## src/rtl/sspfc_pkg.sv

```systemverilog
// Package for the span sprite pixel format converter.
// Holds the register indexes, the pixel masks, the shared structs and the conversion function.
// No dependencies.
package sspfc_pkg;

  localparam int unsigned WordWidth = 16;
  localparam int unsigned CfgIdxWidth = 8;
  localparam int unsigned CfgDataWidth = 16;

  // Configuration register indexes.
  localparam logic [CfgIdxWidth-1:0] CfgIdxLineCount = 8'd0;
  localparam logic [CfgIdxWidth-1:0] CfgIdxTo555Mode = 8'd1;

  // Pixel field masks.
  localparam logic [WordWidth-1:0] MaskHigh565 = 16'hffc0;
  localparam logic [WordWidth-1:0] MaskBlue    = 16'h001f;
  localparam logic [WordWidth-1:0] MaskHigh555 = 16'h7fe0;

  typedef struct packed {
    logic [WordWidth-1:0] line_count;
    logic                 to_555_mode;
  } cfg_t;

  typedef struct packed {
    logic [WordWidth-1:0] word_out;
    logic                 was_pixel;
    logic                 sprite_end;
  } result_t;

  function automatic logic [WordWidth-1:0] convert_pixel(input logic [WordWidth-1:0] w,
                                                         input logic to_555);
    logic [WordWidth-1:0] res;
    if (to_555) begin
      res = ((w & MaskHigh565) >> 1) | (w & MaskBlue);
    end else begin
      res = ((w & MaskHigh555) << 1) | (w & MaskBlue);
    end
    return res;
  endfunction

endpackage

```

## src/rtl/sspfc_if.sv

```systemverilog
// Handshake channel interfaces of the span sprite pixel format converter.
// Input word channel, result channel and configuration write channel.
// Depends on sspfc_pkg for the widths.
interface sspfc_word_if;
  logic                                valid;
  logic                                ready;
  logic [sspfc_pkg::WordWidth-1:0]     word_in;

  modport source (output valid, output word_in, input ready);
  modport sink (input valid, input word_in, output ready);
endinterface

interface sspfc_result_if;
  logic                                valid;
  logic                                ready;
  logic [sspfc_pkg::WordWidth-1:0]     word_out;
  logic                                was_pixel;
  logic                                sprite_end;

  modport source (output valid, output word_out, output was_pixel, output sprite_end,
                  input ready);
  modport sink (input valid, input word_out, input was_pixel, input sprite_end,
                output ready);
endinterface

interface sspfc_cfg_if;
  logic                                  valid;
  logic                                  ready;
  logic [sspfc_pkg::CfgIdxWidth-1:0]     index;
  logic [sspfc_pkg::CfgDataWidth-1:0]    data;

  modport source (output valid, output index, output data, input ready);
  modport sink (input valid, input index, input data, output ready);
endinterface

```

## src/rtl/sspfc_cfg_regs.sv

```systemverilog
// Configuration registers of the span sprite pixel format converter.
// Decodes register writes into line count and conversion mode.
// Depends on sspfc_pkg.
module sspfc_cfg_regs (
  input  logic                                 clk_i,
  input  logic                                 rst_ni,
  input  logic                                 wr_en_i,
  input  logic [sspfc_pkg::CfgIdxWidth-1:0]    wr_index_i,
  input  logic [sspfc_pkg::CfgDataWidth-1:0]   wr_data_i,
  output sspfc_pkg::cfg_t                      cfg_o
);

  sspfc_pkg::cfg_t cfg_q, cfg_d;

  always_comb begin
    cfg_d = cfg_q;
    if (wr_en_i) begin
      unique case (wr_index_i)
        sspfc_pkg::CfgIdxLineCount: cfg_d.line_count = wr_data_i;
        sspfc_pkg::CfgIdxTo555Mode: cfg_d.to_555_mode = wr_data_i[0];
        default: ;
      endcase
    end
  end

  always_ff @(posedge clk_i or negedge rst_ni) begin
    if (!rst_ni) begin
      cfg_q.line_count  <= '0;
      cfg_q.to_555_mode <= 1'b1;
    end else begin
      cfg_q <= cfg_d;
    end
  end

  assign cfg_o = cfg_q;

endmodule

```

## src/rtl/sspfc_parser.sv

```systemverilog
// Span stream parser of the span sprite pixel format converter.
// Tracks span, pixel and line counts, converts pixel words and flags the sprite end.
// Depends on sspfc_pkg.
module sspfc_parser (
  input  logic                             clk_i,
  input  logic                             rst_ni,
  input  logic                             step_i,
  input  logic [sspfc_pkg::WordWidth-1:0]  word_i,
  input  sspfc_pkg::cfg_t                  cfg_i,
  output sspfc_pkg::result_t               result_o
);

  localparam int unsigned W = sspfc_pkg::WordWidth;

  typedef enum logic [1:0] {
    PhSpans = 2'd0,
    PhSkip  = 2'd1,
    PhCount = 2'd2,
    PhPixel = 2'd3
  } phase_e;

  phase_e         phase_q, phase_d;
  logic [W-1:0]   lines_done_q, lines_done_d;
  logic [W-1:0]   spans_left_q, spans_left_d;
  logic [W-1:0]   pixels_left_q, pixels_left_d;

  logic [W-1:0]   span_dec, pix_dec;
  logic           line_last;
  logic           do_span, do_line;

  assign span_dec  = spans_left_q - W'(1);
  assign pix_dec   = pixels_left_q - W'(1);
  // The sprite ends when this line brings the count up to the configured line count.
  assign line_last = ({1'b0, lines_done_q} + (W+1)'(1)) >= {1'b0, cfg_i.line_count};

  always_comb begin
    phase_d       = phase_q;
    lines_done_d  = lines_done_q;
    spans_left_d  = spans_left_q;
    pixels_left_d = pixels_left_q;
    result_o.word_out   = word_i;
    result_o.was_pixel  = 1'b0;
    result_o.sprite_end = 1'b0;
    do_span = 1'b0;
    do_line = 1'b0;

    if (cfg_i.line_count == '0) begin
      phase_d       = PhSpans;
      lines_done_d  = '0;
      spans_left_d  = '0;
      pixels_left_d = '0;
      result_o.sprite_end = 1'b1;
    end else begin
      unique case (phase_q)
        PhSpans: begin
          if (word_i == '0) begin
            do_line = 1'b1;
          end else begin
            spans_left_d = word_i;
            phase_d      = PhSkip;
          end
        end
        PhSkip: begin
          phase_d = PhCount;
        end
        PhCount: begin
          if (word_i == '0) begin
            do_span = 1'b1;
          end else begin
            pixels_left_d = word_i;
            phase_d       = PhPixel;
          end
        end
        PhPixel: begin
          result_o.word_out  = sspfc_pkg::convert_pixel(word_i, cfg_i.to_555_mode);
          result_o.was_pixel = 1'b1;
          pixels_left_d      = pix_dec;
          do_span            = (pix_dec == '0);
        end
      endcase

      if (do_span) begin
        spans_left_d = span_dec;
        if (span_dec == '0) begin
          do_line = 1'b1;
        end else begin
          phase_d = PhSkip;
        end
      end

      if (do_line) begin
        phase_d       = PhSpans;
        spans_left_d  = '0;
        pixels_left_d = '0;
        if (line_last) begin
          lines_done_d        = '0;
          result_o.sprite_end = 1'b1;
        end else begin
          lines_done_d = lines_done_q + W'(1);
        end
      end
    end
  end

  always_ff @(posedge clk_i or negedge rst_ni) begin
    if (!rst_ni) begin
      phase_q       <= PhSpans;
      lines_done_q  <= '0;
      spans_left_q  <= '0;
      pixels_left_q <= '0;
    end else if (step_i) begin
      phase_q       <= phase_d;
      lines_done_q  <= lines_done_d;
      spans_left_q  <= spans_left_d;
      pixels_left_q <= pixels_left_d;
    end
  end

  // A pixel phase always has pixels still to come.
  a_pixels_nonzero: assert property (@(posedge clk_i) disable iff (!rst_ni)
    phase_q == PhPixel |-> pixels_left_q != '0)
    else $error("pixel phase with no pixels left");

  // Inside a line the span counter is never zero.
  a_spans_nonzero: assert property (@(posedge clk_i) disable iff (!rst_ni)
    phase_q != PhSpans |-> spans_left_q != '0)
    else $error("span phase with no spans left");

  // At a line boundary both span and pixel counters are cleared.
  a_line_start_clear: assert property (@(posedge clk_i) disable iff (!rst_ni)
    phase_q == PhSpans |-> (spans_left_q == '0) && (pixels_left_q == '0))
    else $error("line start with stale counters");

endmodule

```

## src/rtl/span_sprite_pixel_format_converter.sv

```systemverilog
// Top level of the span sprite pixel format converter.
// Channel  | dir | payload                               | handshake
// in_i     | in  | word_in[15:0]                         | valid/ready
// out_o    | out | word_out[15:0], was_pixel, sprite_end | valid/ready
// cfg_i    | in  | index[7:0], data[15:0]                | valid/ready (always ready)
// One word per clock sustained while out_o is ready.
// The input register feeds the parser, whose result is captured in the output register.
// An output load moves both registers, so a stalled output holds the pipe without loss.
// Reset returns the parser to the span count of a new sprite, line count 0, 565-to-555 mode.
// Depends on sspfc_pkg, sspfc_if, sspfc_cfg_regs and sspfc_parser.
module span_sprite_pixel_format_converter (
  input  logic             clk_i,
  input  logic             rst_ni,
  sspfc_word_if.sink       in_i,
  sspfc_result_if.source   out_o,
  sspfc_cfg_if.sink        cfg_i
);

  localparam int unsigned W = sspfc_pkg::WordWidth;

  sspfc_pkg::cfg_t    cfg;
  sspfc_pkg::result_t parse_res;
  sspfc_pkg::result_t res_q;

  logic           in_valid_q;
  logic [W-1:0]   in_word_q;
  logic           out_valid_q;
  logic           load_out;
  logic           in_adv;

  assign cfg_i.ready = 1'b1;

  sspfc_cfg_regs u_cfg_regs (
    .clk_i      (clk_i),
    .rst_ni     (rst_ni),
    .wr_en_i    (cfg_i.valid),
    .wr_index_i (cfg_i.index),
    .wr_data_i  (cfg_i.data),
    .cfg_o      (cfg)
  );

  assign load_out   = in_valid_q && (!out_valid_q || out_o.ready);
  assign in_adv     = !in_valid_q || load_out;
  assign in_i.ready = in_adv;

  sspfc_parser u_parser (
    .clk_i    (clk_i),
    .rst_ni   (rst_ni),
    .step_i   (load_out),
    .word_i   (in_word_q),
    .cfg_i    (cfg),
    .result_o (parse_res)
  );

  always_ff @(posedge clk_i or negedge rst_ni) begin
    if (!rst_ni) begin
      in_valid_q  <= 1'b0;
      out_valid_q <= 1'b0;
    end else begin
      if (in_adv) begin
        in_valid_q <= in_i.valid;
      end
      if (load_out) begin
        out_valid_q <= 1'b1;
      end else if (out_o.ready) begin
        out_valid_q <= 1'b0;
      end
    end
  end

  always_ff @(posedge clk_i) begin
    if (in_adv && in_i.valid) begin
      in_word_q <= in_i.word_in;
    end
    if (load_out) begin
      res_q <= parse_res;
    end
  end

  assign out_o.valid      = out_valid_q;
  assign out_o.word_out   = res_q.word_out;
  assign out_o.was_pixel  = res_q.was_pixel;
  assign out_o.sprite_end = res_q.sprite_end;

  // Input back-pressure only appears when both stages are full.
  a_full_on_stall: assert property (@(posedge clk_i) disable iff (!rst_ni)
    !in_i.ready |-> in_valid_q && out_valid_q && !out_o.ready)
    else $error("input stalled with a free stage");

  // A beat in the input register is passed on the cycle after the output is taken.
  a_output_refill: assert property (@(posedge clk_i) disable iff (!rst_ni)
    in_valid_q && out_o.ready |=> out_valid_q)
    else $error("pending beat not moved to output");

endmodule
```

## src/flat_wrapper.sv

```systemverilog
// flat-port wrapper written by rule: the top's interface ports become plain ports
module span_sprite_pixel_format_converter_flat 
  (clk_i, rst_ni, in_i_valid, in_i_word_in, in_i_ready, out_o_valid, out_o_word_out, out_o_was_pixel, out_o_sprite_end, out_o_ready, cfg_i_valid, cfg_i_index, cfg_i_data, cfg_i_ready);
  sspfc_word_if in_i_i ();
  sspfc_result_if out_o_i ();
  sspfc_cfg_if cfg_i_i ();
  input  logic clk_i;
  input  logic rst_ni;
  input wire logic [$bits(in_i_i.valid)-1:0] in_i_valid;
  input wire logic [$bits(in_i_i.word_in)-1:0] in_i_word_in;
  output wire logic [$bits(in_i_i.ready)-1:0] in_i_ready;
  output wire logic [$bits(out_o_i.valid)-1:0] out_o_valid;
  output wire logic [$bits(out_o_i.word_out)-1:0] out_o_word_out;
  output wire logic [$bits(out_o_i.was_pixel)-1:0] out_o_was_pixel;
  output wire logic [$bits(out_o_i.sprite_end)-1:0] out_o_sprite_end;
  input wire logic [$bits(out_o_i.ready)-1:0] out_o_ready;
  input wire logic [$bits(cfg_i_i.valid)-1:0] cfg_i_valid;
  input wire logic [$bits(cfg_i_i.index)-1:0] cfg_i_index;
  input wire logic [$bits(cfg_i_i.data)-1:0] cfg_i_data;
  output wire logic [$bits(cfg_i_i.ready)-1:0] cfg_i_ready;
  assign in_i_i.valid = in_i_valid;
  assign in_i_i.word_in = in_i_word_in;
  assign in_i_ready = in_i_i.ready;
  assign out_o_valid = out_o_i.valid;
  assign out_o_word_out = out_o_i.word_out;
  assign out_o_was_pixel = out_o_i.was_pixel;
  assign out_o_sprite_end = out_o_i.sprite_end;
  assign out_o_i.ready = out_o_ready;
  assign cfg_i_i.valid = cfg_i_valid;
  assign cfg_i_i.index = cfg_i_index;
  assign cfg_i_i.data = cfg_i_data;
  assign cfg_i_ready = cfg_i_i.ready;
  span_sprite_pixel_format_converter u_core (.clk_i(clk_i), .rst_ni(rst_ni), .in_i(in_i_i), .out_o(out_o_i), .cfg_i(cfg_i_i));
endmodule
```

## config.mk

```make
export PLATFORM = sky130hd
export DESIGN_NAME = span_sprite_pixel_format_converter_flat
export DESIGN_NICKNAME = d
export VERILOG_FILES = /design/src/rtl/sspfc_pkg.sv /design/src/rtl/sspfc_if.sv /design/src/rtl/sspfc_cfg_regs.sv /design/src/rtl/sspfc_parser.sv /design/src/rtl/span_sprite_pixel_format_converter.sv /design/src/flat_wrapper.sv
export SDC_FILE = /design/constraint.sdc
export NUM_CORES = 1
export LEC_CHECK = 0
export BUFFER_PORTS_ARGS = -buffer_cell sky130_fd_sc_hd__buf_2
export CAP_MARGIN = 20
export CORE_ASPECT_RATIO = 0.75
export CORE_MARGIN = 3
export CORE_UTILIZATION = 40
export DETAILED_ROUTE_END_ITERATION = 10
export GPL_TIMING_DRIVEN = 0
export PLACE_DENSITY = 0.67
export SLEW_MARGIN = 10
export SYNTH_ARGS = -nofsm -noshare
export SYNTH_HDL_FRONTEND = slang
export SYNTH_SLANG_ARGS = --single-unit
```

## constraint.sdc

```tcl
create_clock -name clk_i -period 4.42 [get_ports clk_i]
set_clock_uncertainty 0.1 [all_clocks]
set_input_delay 0.221 -clock clk_i [delete_from_list [all_inputs] [get_ports clk_i]]
set_output_delay 0.221 -clock clk_i [all_outputs]
set_load 0.02 [all_outputs]
```

==> qor.csv, run 1 <==
metric,value,unit
clock tree from TritonCTS,yes,
PostCTS Resize Cnt,0,
via count normalized by instance count,5.72,
cell-by-cell trace of the critical path,ha_1 > nand3_1 > inv_1 > nand3_1 > or2_2 > nor2_1 > xor2_1 > ha_1 > a21o_1 > a21oi_1 > o21ai_0 > nand3_1 > o21ai_0 > a311o_1 > clkbuf_1 > nand2b_1 > o21ai_0,
via total after detailed routing,5402,
critical path data required time,4.59,ns
pin count of the biggest net entering global routing,46,
slew at the pin closest to its max-slew limit,1.04,ns
post-route minimum period,3.98,ns
CP max stage cell,sky130_fd_sc_hd__dfrtp_1,
Top Ports,66,
endpoint arrival time on the critical path,4.14,ns
GR Overflow Total,0,
maximum clock frequency,0.251,GHz
Synth Flop Type,sky130_fd_sc_hd__dfrtp_1,
endpoint type of the worst setup path,flip-flop,
buffer levels on the longest clock path,2,
detailed-placement wirelength estimate,12.1,mm
category of the most critical setup path,reg -> reg,
leakage power figure,0.00302,µW
clock insertion delay at the later pin of the skew report,0.36,ns
post-synth net total,695,
kind of path behind the tightest hold check,in -> reg,
largest incremental delay on the critical path,0.43,ns
max cap viols,0,
sequential share of the synthesized area,45.6,%
Total Neg Setup Slack,0,ns
router iterations before antenna repair,6,
initial core utilization,41.3,%
Final Max Tran Viols,0,
result of the run,"complete, no violations",
ys async rst share,67.0,%
largest vdd supply drop,0.000237,V
cell count after placement,895,
fraction of layout cells with a size suffix above 1,16.3,%
power density of the placed cells,388,nW/µm²
die outline area,16600,µm²
H-tree Lvls,3,
final hold violation count,0,
Die Wd,148,µm
Post-Layout Cell Count,944,
core region area,14600,µm²
die height,112,µm
count of warnings emitted by yosys,0,
"critical path fanouts, max",10,
Post-CTS Setup Bufs,0,
cell area after synthesis,6030,µm²
distinct cell type count after synthesis,71,
average cell area after synthesis,9.59,µm²
CP Launch Type,flip-flop,
DR iter-0 viols,457,
"EDFF count, synth",34,
count of clock tree sinks,103,
final core utilization,49.8,%
number of I/O port buffers,64,
cell count after synthesis,629,
Std-Cell Rows,38,
total track usage,20.8,%
Inserted Clock Buffers,9,
register bit total from synthesis,103,
first-pass GRT wire length,27.5,mm
part of the cycle the worst path needs,90.0,%
via count of the first global-routing pass,5363,
setup repair after global routing missed its margin,no,
headroom to the max-slew limit,30.4,%
"Area growth, synth to finish",20.5,%
last weighted congestion value of the routability-driven placer,0.941,
Final Routed Wirelength,16.9,mm
clock root cell,sky130_fd_sc_hd__clkbuf_16,
detail-routed net length per standard cell,17.9,µm
Post-DRT Antenna Nets,0,
total of hold buffers inserted after clock tree synthesis,33,
antenna violations before repair,0,
post-layout net count,805,
clock-pin slew reported for the worst setup and hold paths after clock tree synthesis,0.07,ns
remaining routing DRC violations,0,
total inserted antenna cells,0,
setup violators final,0,
==> cells in the mapped netlist, types with 8 or more instances <==
| library cell | count | area, µm² |
|---|---|---|
| sky130_fd_sc_hd__o31ai_1 | 10 | 75.1 |
| sky130_fd_sc_hd__buf_2 | 13 | 65.1 |
| sky130_fd_sc_hd__ha_1 | 21 | 263 |
| sky130_fd_sc_hd__xor2_1 | 11 | 96.3 |
| sky130_fd_sc_hd__nor4_1 | 17 | 106 |
| sky130_fd_sc_hd__o21ai_1 | 15 | 75.1 |
| sky130_fd_sc_hd__nand2_1 | 35 | 131 |
| sky130_fd_sc_hd__clkbuf_1 | 23 | 86.3 |
| sky130_fd_sc_hd__nor2_1 | 50 | 188 |
| sky130_fd_sc_hd__inv_1 | 30 | 113 |
| sky130_fd_sc_hd__mux2i_1 | 11 | 110 |
| sky130_fd_sc_hd__dfrtp_1 | 68 | 1700 |
| sky130_fd_sc_hd__nand4_1 | 9 | 56.3 |
| sky130_fd_sc_hd__edfxtp_1 | 34 | 1020 |
| sky130_fd_sc_hd__xnor2_1 | 8 | 70.1 |
| sky130_fd_sc_hd__nor3_1 | 18 | 90.1 |
| sky130_fd_sc_hd__nand2b_1 | 18 | 113 |
| sky130_fd_sc_hd__a21oi_1 | 40 | 200 |
| sky130_fd_sc_hd__o2bb2ai_1 | 22 | 193 |
| sky130_fd_sc_hd__o21ai_0 | 53 | 265 |
| sky130_fd_sc_hd__nand3_1 | 17 | 85.1 |
==> worst max-delay path: cells and delay by family (launching register included) <==
kind | cells | cell delay [ns]
xor+xnor | 1 | 0.22
fa+ha+maj | 2 | 0.55
buf+inv | 2 | 0.38
compound gates | 6 | 1.14
simple gates | 6 | 1.07
flops | 1 | 0.43
==> registers in the layout (all words and copies together), names as in the netlist <==
| signal | cells |
|---|---|
| u_core.u_parser.phase_q | 2 |
| u_core.out_o.was_pixel | 1 |
| u_core.out_o.valid | 1 |
| u_core.in_valid_q | 1 |
| u_core.u_parser.pixels_left_q | 16 |
| u_core.out_o.word_out | 16 |
| u_core.in_word_q | 16 |
| u_core.u_parser.lines_done_q | 16 |
| u_core.out_o.sprite_end | 1 |
| u_core.u_cfg_regs.cfg_o | 17 |
| u_core.u_parser.spans_left_q | 16 |
==> placed cells by master, fill, tap and decap left out, types with 18 or more instances in the layout <==
| master | n |
|---|---|
| sky130_fd_sc_hd__buf_2 | 77 |
| sky130_fd_sc_hd__nand2_1 | 35 |
| sky130_fd_sc_hd__dlygate4sd3_1 | 33 |
| sky130_fd_sc_hd__nor3_1 | 18 |
| sky130_fd_sc_hd__edfxtp_1 | 34 |
| sky130_fd_sc_hd__o2bb2ai_1 | 22 |
| sky130_fd_sc_hd__o21ai_0 | 53 |
| sky130_fd_sc_hd__clkbuf_1 | 25 |
| sky130_fd_sc_hd__nor2_1 | 50 |
| sky130_fd_sc_hd__ha_1 | 21 |
| sky130_fd_sc_hd__a21oi_1 | 40 |
| sky130_fd_sc_hd__dfrtp_1 | 68 |
| sky130_fd_sc_hd__nand2b_1 | 18 |
| sky130_fd_sc_hd__inv_1 | 30 |
==> power breakdown <==
part / internal [µW] / switching [µW]
registers: 1120 / 134
clock network: 458 / 359
logic: 293 / 459
==> per-layer routing <==
metal	part of all wire, %	wire length [µm]	global-route usage, %
met4	1.2	206	6.02
met1	48	8060	30.2
met5	0	0	0
met3	6.2	1050	4.40
met2	45	7570	31.6
==> logic make-up after synthesis <==
logic type,synth area share (%)
xor+xnor,2.76
buf+inv,4.75
compound gates,19.9
mux,2.20
flops,45.6
simple gates,20.4
fa+ha+maj,4.36
other cells,0.0622
==> per-stage QoR <==
stage | total power (µW) | hold WS (ns) | setup slack (ns) | area, µm²
after floorplan | 1740 | -0.175 | 1.08 | 6030
after global placement | 1950 | 0.298 | 0.517 | 6600
after detailed placement | 1970 | 0.0653 | 0.513 | 6640
after CTS | 2810 | 0.0486 | 0.444 | 7260
after global routing | 2950 | 0.0648 | 0.0269 | 7260
final | 2820 | 0.0507 | 0.441 | 7260
==> worst paths after layout <==
| kind | startpoint | end | slack, ns | cells past startpoint |
|---|---|---|---|---|
| max in group asynchronous | rst_ni | u_core.u_cfg_regs.cfg_o[0] | 3.40 | 3 |
| min reg2reg | u_core.in_valid_q | u_core.out_o.valid | 0.40 | 1 |
| min | out_o_ready | u_core.out_o.valid | 0.05 | 3 |
| min in group asynchronous | rst_ni | u_core.u_cfg_regs.cfg_o[2] | 0.22 | 2 |
| max reg2reg | u_core.u_parser.lines_done_q[0] | u_core.u_parser.lines_done_q[14] | 0.44 | 17 |
| max | u_core.u_parser.lines_done_q[0] | u_core.u_parser.lines_done_q[14] | 0.44 | 17 |
==> final cells by class <==
cell class / count / area, µm²
Fill cell: 1347 / 7330
Multi-Input combinational cell: 457 / 3000
Sequential cell: 103 / 2750
Timing Repair Buffer: 99 / 686
Tap cell: 200 / 250
Clock buffer: 12 / 246
Buffer: 39 / 174
Inverter: 30 / 113
Clock inverter: 4 / 51.3
No activity file was read; power rests on OpenSTA's default activity.
==> run 2: changes to the inputs <==
BUFFER_PORTS_ARGS = default   (was -buffer_cell sky130_fd_sc_hd__buf_2)
DONT_BUFFER_PORTS = 1   (was default)
PLACE_DENSITY = 0.63   (was 0.67)
==> qor.csv, run 2 (synthesis gave the netlist of run 1 again) <==
metric,value,unit,change
result of the run,"complete, no violations",,
post-layout net count,743,,-7.7%
net switching power figure,944,µW,-0.81%
initial core utilization,41.3,%,unchanged
die height,112,µm,unchanged
router iterations before antenna repair,5,,-1
CP Launch Type,flip-flop,,
Top Ports,66,,unchanged
maximum clock frequency,0.249,GHz,-0.74%
"commonest non-fill, non-tap cells in the layout","sky130_fd_sc_hd__dfrtp_1, sky130_fd_sc_hd__o21ai_0, sky130_fd_sc_hd__nor2_1, sky130_fd_sc_hd__a21oi_1",,
number of I/O port buffers,0,,-100%
fraction of layout cells with a size suffix above 1,8.36,%,-7.9 points
"Area growth, synth to finish",15.4,%,
via total after detailed routing,5106,,-5.5%
combinational cell fraction of total power,24.8,%,-1.9 points
detail-routed net length per standard cell,18.5,µm,+3.4%
die outline area,16600,µm²,unchanged
last weighted congestion value of the routability-driven placer,0.942,,about the same
buffer levels on the longest clock path,2,,unchanged
antenna violations before repair,0,,unchanged
clock-pin slew reported for the worst setup and hold paths after clock tree synthesis,0.08,ns,about the same
Internal,1830,µW,-1.9%
"critical path fanouts, max",10,,unchanged
cell count after placement,830,,-7.3%
largest vdd supply drop,0.000217,V,-8.3%
first-pass GRT wire length,26.8,mm,-2.8%
endpoint type of the worst setup path,flip-flop,,
DR iter-0 viols,445,,-2.6%
clock root cell,sky130_fd_sc_hd__clkbuf_16,,
leakage power figure,0.00277,µW,-8.3%
setup repair after global routing missed its margin,no,,
setup violators final,0,,unchanged
clock insertion delay at the later pin of the skew report,0.36,ns,about the same
total inserted antenna cells,0,,unchanged
H-tree Lvls,3,,unchanged
part of the cycle the worst path needs,90.7,%,+0.67 points
Switching Share,34.0,%,+0.26 points
Post-CTS Setup Bufs,0,,unchanged
overall power after layout,2770,µW,-1.6%
Die Wd,148,µm,unchanged
count of clock tree sinks,103,,unchanged
Post-Layout Cell Count,882,,-6.6%
Post-DRT Antenna Nets,0,,unchanged
sequential share of power,46.0,%,+1.7 points
via count normalized by instance count,5.79,,+1.2%
slew at the pin closest to its max-slew limit,1.04,ns,-0.000736 ns
GR Overflow Total,0,,unchanged
final hold violation count,0,,unchanged
Clock Power Share,29.2,%,+0.2 points
max FFs per register,17,,unchanged
detailed-placement wirelength estimate,11.6,mm,-4.6%
pin count of the biggest net entering global routing,70,,+52%
clock tree from TritonCTS,yes,,
remaining routing DRC violations,0,,unchanged
category of the most critical setup path,reg -> reg,,
endpoint arrival time on the critical path,4.03,ns,-0.11 ns
Final Max Tran Viols,0,,unchanged
total track usage,20.4,%,-0.39 points
core region area,14600,µm²,unchanged
headroom to the max-slew limit,30.4,%,+0.049 points
Total Neg Setup Slack,0,ns,unchanged
power density of the placed cells,399,nW/µm²,+2.7%
via count of the first global-routing pass,5054,,-5.8%
kind of path behind the tightest hold check,in -> reg,,
critical path data required time,4.44,ns,-0.15 ns
Inserted Clock Buffers,9,,unchanged
post-route minimum period,4.01,ns,+0.0298 ns
Final Routed Wirelength,16.3,mm,-3.4%
number of fillers in the final layout,1362,,+1.1%
max cap viols,0,,unchanged
final core utilization,47.7,%,-2.1 points
Std-Cell Rows,38,,unchanged
"commonest non-fill, non-tap cell in the layout",sky130_fd_sc_hd__dfrtp_1,,
[run 2: cell types whose count changed in the layout (fill, tap and decap cells not counted), sizes merged]
cell	change
dlygate4sd3	+2
clkbuf	-2
buf	-64
inv	-1
clkinvlp	+2
clkinv	+1
[run 2: path summary, 6_finish.rpt]
check | cells past startpoint | to | startpoint | slack (ns)
setup / recovery | 16 | u_core.out_o.sprite_end | u_core.u_parser.lines_done_q[0] | 0.41
hold / removal | 2 | u_core.u_cfg_regs.cfg_o[1] | cfg_i_index[0] | 0.06
setup reg to reg | 16 | u_core.out_o.sprite_end | u_core.u_parser.lines_done_q[0] | 0.41
hold reg to reg | 1 | u_core.out_o.valid | u_core.in_valid_q | 0.40
max in group asynchronous | 2 | u_core.u_cfg_regs.cfg_o[0] | rst_ni | 3.58
min in group asynchronous | 2 | u_core.u_parser.lines_done_q[1] | rst_ni | 0.31
[run 2: layout make-up]
type / count / area, µm² / share of cell area, %
multi-input cells: 457 / 3000 / 43.0
flip-flops and latches: 103 / 2750 / 39.5
clock inverters: 6 / 68.8 / 0.988
inverters: 30 / 113 / 1.62
repair buffers: 37 / 383 / 5.50
well taps: 200 / 250 / 3.59
clock buffers: 10 / 229 / 3.29
plain buffers: 39 / 174 / 2.50
[run 2: critical path, stage by stage (launching register included)]
cell and delay (ns):
sky130_fd_sc_hd__dfrtp_1 0.43, sky130_fd_sc_hd__ha_1 0.26, sky130_fd_sc_hd__nand3_1 0.14, sky130_fd_sc_hd__inv_1 0.08, sky130_fd_sc_hd__nand3_1 0.13, sky130_fd_sc_hd__or2_2 0.37
sky130_fd_sc_hd__nor2_1 0.12, sky130_fd_sc_hd__xor2_1 0.23, sky130_fd_sc_hd__ha_1 0.29, sky130_fd_sc_hd__a21o_1 0.18, sky130_fd_sc_hd__a21oi_1 0.12, sky130_fd_sc_hd__o21ai_0 0.14
sky130_fd_sc_hd__nand3_1 0.11, sky130_fd_sc_hd__o21ai_0 0.08, sky130_fd_sc_hd__a311o_1 0.41, sky130_fd_sc_hd__clkbuf_1 0.32, sky130_fd_sc_hd__and2_1 0.26
[run 2: per-layer routing]
metal	vias up	wire [µm]	track usage [%]
li1	2416	-	-
met1	2488	7820	29.9
met2	183	7170	30.0
met3	19	1010	4.92
met4	0	316	6.21
met5	-	0	0
[run 2: per-stage QoR]
| stage | setup WS, ns | area (µm²) | hold slack, ns |
|---|---|---|---|
| floorplan | 1.08 | 6030 | -0.175 |
| global placement | 0.496 | 6280 | -0.170 |
| detailed placement | 0.499 | 6290 | -0.171 |
| CTS | 0.463 | 6960 | 0.0517 |
| global route | 0.148 | 6960 | 0.0676 |
| finish | 0.411 | 6960 | 0.0632 |
[run 2: power by group through the flow]
stage | logic (µW) | registers, µW | clock network (µW)
3_3_place_gp | 632 | 1280 | 0
3_5_place_dp | 632 | 1290 | 0
5_1_grt | 765 | 1290 | 872
4_1_cts | 677 | 1270 | 834
2_1_floorplan | 499 | 1240 | 0
6_report | 688 | 1280 | 810
[run 2: repair_timing]
action / in CTS / in global routing
resized for setup: 0 / 0
hold endpoints to repair: 104 / 0
setup endpoints to repair: 0 / 0
hold buffers: 36 / 0
